## config.mk

```make
export PLATFORM = sky130hd
export DESIGN_NAME = jsff_chunk_scan
export DESIGN_NICKNAME = d
export VERILOG_FILES = /design/src/rtl/core/jsff_pkg.sv /design/src/rtl/core/jsff_chunk_scan.sv
export SDC_FILE = /design/constraint.sdc
export NUM_CORES = 1
export LEC_CHECK = 0
export ABC_AREA = 1
export BUFFER_PORTS_ARGS = -buffer_cell sky130_fd_sc_hd__buf_2
export CORE_AREA = 10 10 104 106
export DETAILED_ROUTE_END_ITERATION = 16
export DIE_AREA = 0 0 114 116
export GPL_ROUTABILITY_DRIVEN = 0
export PLACE_DENSITY_LB_ADDON = 0.1
export SLEW_MARGIN = 20
export SYNTH_ARGS = -nofsm -noshare
export SYNTH_HDL_FRONTEND = slang
export SYNTH_SLANG_ARGS = --single-unit
export TNS_END_PERCENT = 100
```

## constraint.sdc

```tcl
create_clock -name vclk -period 8.4
set_clock_uncertainty 0.15 [all_clocks]
set_input_delay 1.26 -clock vclk [all_inputs]
set_output_delay 1.26 -clock vclk [all_outputs]
set_load 0.005 [all_outputs]
```

## src/rtl/core/jsff_pkg.sv

```systemverilog
`timescale 1ns / 1ps

package jsff_pkg;

  // Default sizes of the scheduler
  localparam int unsigned MACHINES_DEF = 32;
  localparam int unsigned JOBS_DEF     = 32;
  localparam int unsigned STEPS_DEF    = 32;
  localparam int unsigned HORIZON_DEF  = 8192;

  // Fixed field widths of the item and result ports
  localparam int JOB_W  = 5;
  localparam int STEP_W = 5;
  localparam int MACH_W = 5;
  localparam int DUR_W  = 8;
  localparam int TIME_W = 13;

  // Occupancy words hold 64 slots; the scan looks at 8 slots per cycle
  localparam int WORD_BITS = 64;
  localparam int WORD_LW   = 6;
  localparam int CHUNK     = 8;
  localparam int CHUNK_IW  = 3;

  typedef logic [CHUNK-1:0] chunk_t;

  typedef struct packed {
    logic                hit;
    logic [CHUNK_IW-1:0] idx;
    logic [DUR_W-1:0]    run;
  } chunk_res_t;

endpackage

```

## src/rtl/core/jsff_chunk_scan.sv

```systemverilog
`timescale 1ns / 1ps

module jsff_chunk_scan (
  input  jsff_pkg::chunk_t              busy_i,
  input  jsff_pkg::chunk_t              en_i,
  input  logic [jsff_pkg::DUR_W-1:0]    run_i,
  input  logic [jsff_pkg::DUR_W-1:0]    dur_i,
  output jsff_pkg::chunk_res_t          res_o
);

  always_comb begin
    logic [jsff_pkg::DUR_W-1:0]    run_v;
    logic                          hit_v;
    logic [jsff_pkg::CHUNK_IW-1:0] idx_v;
    run_v = run_i;
    hit_v = 1'b0;
    idx_v = '0;
    for (int i = 0; i < jsff_pkg::CHUNK; i++) begin
      if (en_i[i] && !hit_v) begin
        // a busy slot breaks the run, a free one extends it
        run_v = busy_i[i] ? '0 : run_v + 1'b1;
        if (run_v == dur_i) begin
          hit_v = 1'b1;
          idx_v = jsff_pkg::CHUNK_IW'(i);
        end
      end
    end
    res_o.hit = hit_v;
    res_o.idx = idx_v;
    res_o.run = run_v;
  end

endmodule

```

# Word level (Yosys, flattened, before mapping)
# Cells that the tools add are included.
# classes
n_addsub	8
mul	0
div_mod_pow	0
magnitude_cmp	0
n_eq_ne	8
shifts	0
mux	46
n_bitwise	0
reduce_logical	14
# ops
cell	count
8-bit 2-to-1 mux	16
8-bit by 1-bit adder with 8-bit output (second input constant)	8
8-bit equality test	8
3-bit 2-to-1 mux	12
1-bit 2-to-1 mux	18
1-bit logical AND	7
1-bit logical NOT	7
# word_totals
ff_bits	0
latch_bits	0
ram_bits	0
mem_bits_ro	0
out_inout_bits	12
wordCells	76
memories	0

# Depth between registers and ports, before layout
# depth
depth_word	32
depth_mapped	62

# Worst setup path after synthesis
# No wires, ideal clock.
# synth_path
kind	input to output
start	input port run_i[0] (netlist bit)
end	output port res_o[1] (netlist bit)
arrival_time_ns	6.787
path_slack_ns	0.203
stages	52
path_cell_list	ha_1 -> nand3_1 -> nand2_1 -> ha_1 -> inv_1 -> a21oi_1 -> nand3_1 -> nand2_1 -> nand2_1 -> nand2_1 -> nand2_1 -> nand2_1 -> nor2_2 -> nand3_4 -> nand3_4 -> inv_2 -> nand3_1 -> inv_1 -> [16 not listed] -> nand3_4 -> nand3_2 -> buf_6 -> nand2_2 -> nand2_2 -> ha_1 -> nand3_1 -> nor2_1 -> nand2_1 -> nand3_1 -> xor2_1 -> nor2_1 -> nand4_1 -> nand2_1 -> nor2_2 -> inv_2 -> buf_2 -> o21ai_1
# synth_rtl
element	line_no	source
start, declared	jsff_chunk_scan.sv:6	input logic [jsff_pkg::DUR_W-1:0] run_i,
end, declared	jsff_chunk_scan.sv:8	output jsff_pkg::chunk_res_t res_o

==> flow_metrics.tcl <==
set metrics [dict create \
    worst_path_largest_cell_delay_ns 0.34 \
    peakVddDrop_uv 38.92 \
    final_layout_size_suffix_gt1_share_pct 45.28 \
    areal_power_density_over_the_cells_nw_per_um2 73.40 \
    die_area_um2 13220 \
    cp_data_required_time_ns 6.99 \
    timing.setup.tns_ns -3.903 \
    postLayoutSetupSlackWorst_ns -0.4493 \
    antenna_left 0 \
    die_w_um 114 \
    grt_setup_unrepaired "true" \
    core_region_area_um2 8678 \
    maxSlewViolCount 0 \
    min_period_over_period_pct 105.3 \
    fmaxAchievable_mhz 113.0 \
    groute.usage.overall_pct 25.07 \
    critical-path-slowest-cell "sky130_fd_sc_hd__nor2_1" \
    hold_class "in2out" \
    largest_net_degree_at_the_start_of_global_routing 17 \
    max_slew_margin_pct 59.66 \
    chipHeight_um 116 \
    grt_antenna_before_repair 0 \
    avgRoutedWirePerCell_um 16.03 \
    global_route_overflow 0 \
    first_pass_iters 6 \
    ioPinCount 44 \
    run_status "complete, but fails checks" \
    yosysWarningCount 0 \
    grt_first_pass_wirelength_um 28540 \
    sequential_cell_total 0 \
    finalNetCount 1151 \
    first_global_vias 6380 \
    synth_seq_area_share_pct 0 \
    leading_cell_types_in_the_layout_fill_and_taps_excluded "308 x sky130_fd_sc_hd__nand2_1, 192 x sky130_fd_sc_hd__buf_4, 83 x sky130_fd_sc_hd__nand2_2" \
    fin_worst_hold_slack_ns 2.894 \
    min-delay-start "en_i[7]" \
    tightestPinTransition_ns 0.6044 \
    leading_cell_type_in_the_layout_fill_and_taps_excluded "sky130_fd_sc_hd__nand2_1" \
    netlist-cell-type-count 31 \
    timing.critical_path.to "res_o[8]" \
    average_size_of_a_mapped_cell_um2 4.809 \
    timing_hold_violations_final 0 \
    multi_input_comb_area_um2 4487 \
    cp.arrival_ns 7.44 \
    criticalPathCategory "in2out" \
    violations "negative setup slack" \
    port-buffer-count 44 \
    worst_setup_path_startpoint "run_i[1]" \
    fp-row-count 34 \
    postSynthCellCount 886 \
    crit_path_max_fanout 8 \
    cpMostUsedCell "sky130_fd_sc_hd__nand2_1" \
    num-clock-buffers 0 \
    timing.critical_path.from_type "primary input" \
    start_util_pct 49.09 \
    drt_iter0_drc 770 \
    vias 7150 \
    viasPerCell 5.856 \
    kind_of_end_point_of_the_critical_path "primary output" \
    antenna_diode_count 0 \
    synth_area_um2 4260 \
    power.static_leakage_nw 3.693 \
    dp_hpwl_um 13310 \
    synth_fp_nets 922 \
    max_cap_violations 0 \
    number_of_drc_violations_after_detailed_routing 0 \
    syn_to_final_growth_pct 62.56 \
    report.power.total_w 0.0005083 \
    area.sequential_um2 0 \
    final.min_clock_period_ns 8.849 \
    totalWireLength_um 19570 \
    total_setup_violations_reported_at_the_end_of_the_flow 12 \
    fill_cells 606 \
]
-- where the power goes --
part,total [W],switching (W),internal (W)
Sequential,0,0,0
Combinational,0.000508,0.000293,0.000216
Clock,0,0,0
-- metrics by stage --
stage,setup slack (ns),util [%],cell area (µm²),cells
after global routing,-0.8246,79.80,6925,1221
after global placement,-0.2455,64.94,5635,1171
after CTS,-0.01655,71.97,6246,1198
after floorplan,0.2035,-,4260,886
final,-0.4493,79.80,6925,1221
after detailed placement,-0.4134,64.94,5635,1171
-- worst max-delay path: cells and delay by family --
family	cells	cell delay, ns
adders and majority gates	2	0.45
buffers and inverters	9	1.14
AOI/OAI and AO/OA	3	0.46
and+or+nand+nor	35	4.10
-- final cells by class --
class / count / area share, %
tap: 108 / 1.951
inverter: 92 / 5.095
timing repair buffer: 255 / 28.17
multi-input combinational: 766 / 64.79
-- kinds of logic (layout without fill, tap and decap cells) --
logic type / after synthesis / in the layout / share of synthesized area, %
AND/OR/NAND/NOR: 713 / 714 / 78.36
buffers and inverters: 121 / 347 / 13.01
AO/OA/AOI/OAI: 41 / 41 / 6.020
XOR/XNOR: 7 / 7 / 1.439
adder cells (fa/ha/maj): 4 / 4 / 1.175
-- worst min path at each step --
stage / slack [ns] / cells past startpoint / end
global placement: 2.88 / 6 / res_o[4]
CTS: 2.90 / 6 / res_o[0]
detailed placement: 2.89 / 6 / res_o[4]
finish: 2.89 / 6 / res_o[2]
global route: 2.92 / 6 / res_o[2]
floorplan: 2.54 / 3 / res_o[4]
-- layer usage --
layer | global-route usage [%] | vias up | routed length (µm)
li1 | - | 3367 | -
met1 | 30.52 | 3222 | 7239
met2 | 45.41 | 426 | 9491
met3 | 1.705 | 135 | 1730
met4 | 8.521 | 0 | 1108
met5 | 0 | - | 0
-- timing repair --
action                                 in CTS  in global routing
setup endpoints to repair                  12                 12
hold buffers                                0                  0
setup buffers                              26                 22
cloned                                      1                  1
gates resized for setup                    97                136
pin swaps                                  57                101
endpoints found under the hold margin       0                  0
-- Yosys cell counts --
library cell	number	area, µm²
sky130_fd_sc_hd__buf_2	14	70.07
sky130_fd_sc_hd__o21bai_1	2	15.01
sky130_fd_sc_hd__nor2_1	76	285.3
sky130_fd_sc_hd__o21ai_0	7	35.03
sky130_fd_sc_hd__nand3_1	110	550.5
sky130_fd_sc_hd__o21ai_1	17	85.08
sky130_fd_sc_hd__inv_2	19	71.32
sky130_fd_sc_hd__nand2_1	381	1430
sky130_fd_sc_hd__o311ai_0	1	8.760
sky130_fd_sc_hd__buf_4	4	30.03
sky130_fd_sc_hd__o21bai_2	2	22.52
sky130_fd_sc_hd__buf_6	6	67.56
sky130_fd_sc_hd__nand3_4	7	122.6
sky130_fd_sc_hd__o21ai_2	8	70.07
sky130_fd_sc_hd__nor3b_1	1	7.510
sky130_fd_sc_hd__nand3b_1	5	37.54
sky130_fd_sc_hd__clkinv_1	3	11.26
sky130_fd_sc_hd__nand2_2	23	143.9
sky130_fd_sc_hd__a21oi_1	4	20.02
sky130_fd_sc_hd__nand4_1	73	456.7
sky130_fd_sc_hd__nand2_4	3	33.78
sky130_fd_sc_hd__inv_1	70	262.8
sky130_fd_sc_hd__nor2_4	4	45.04
sky130_fd_sc_hd__clkbuf_1	3	11.26
sky130_fd_sc_hd__and2_0	1	6.260
sky130_fd_sc_hd__nor2_2	18	112.6
sky130_fd_sc_hd__buf_8	2	30.03
sky130_fd_sc_hd__nand3_2	10	100.1
sky130_fd_sc_hd__xor2_1	7	61.31
sky130_fd_sc_hd__ha_1	4	50.05
sky130_fd_sc_hd__nor4_1	1	6.260
Note: power is estimated with default switching activity, not from simulation.
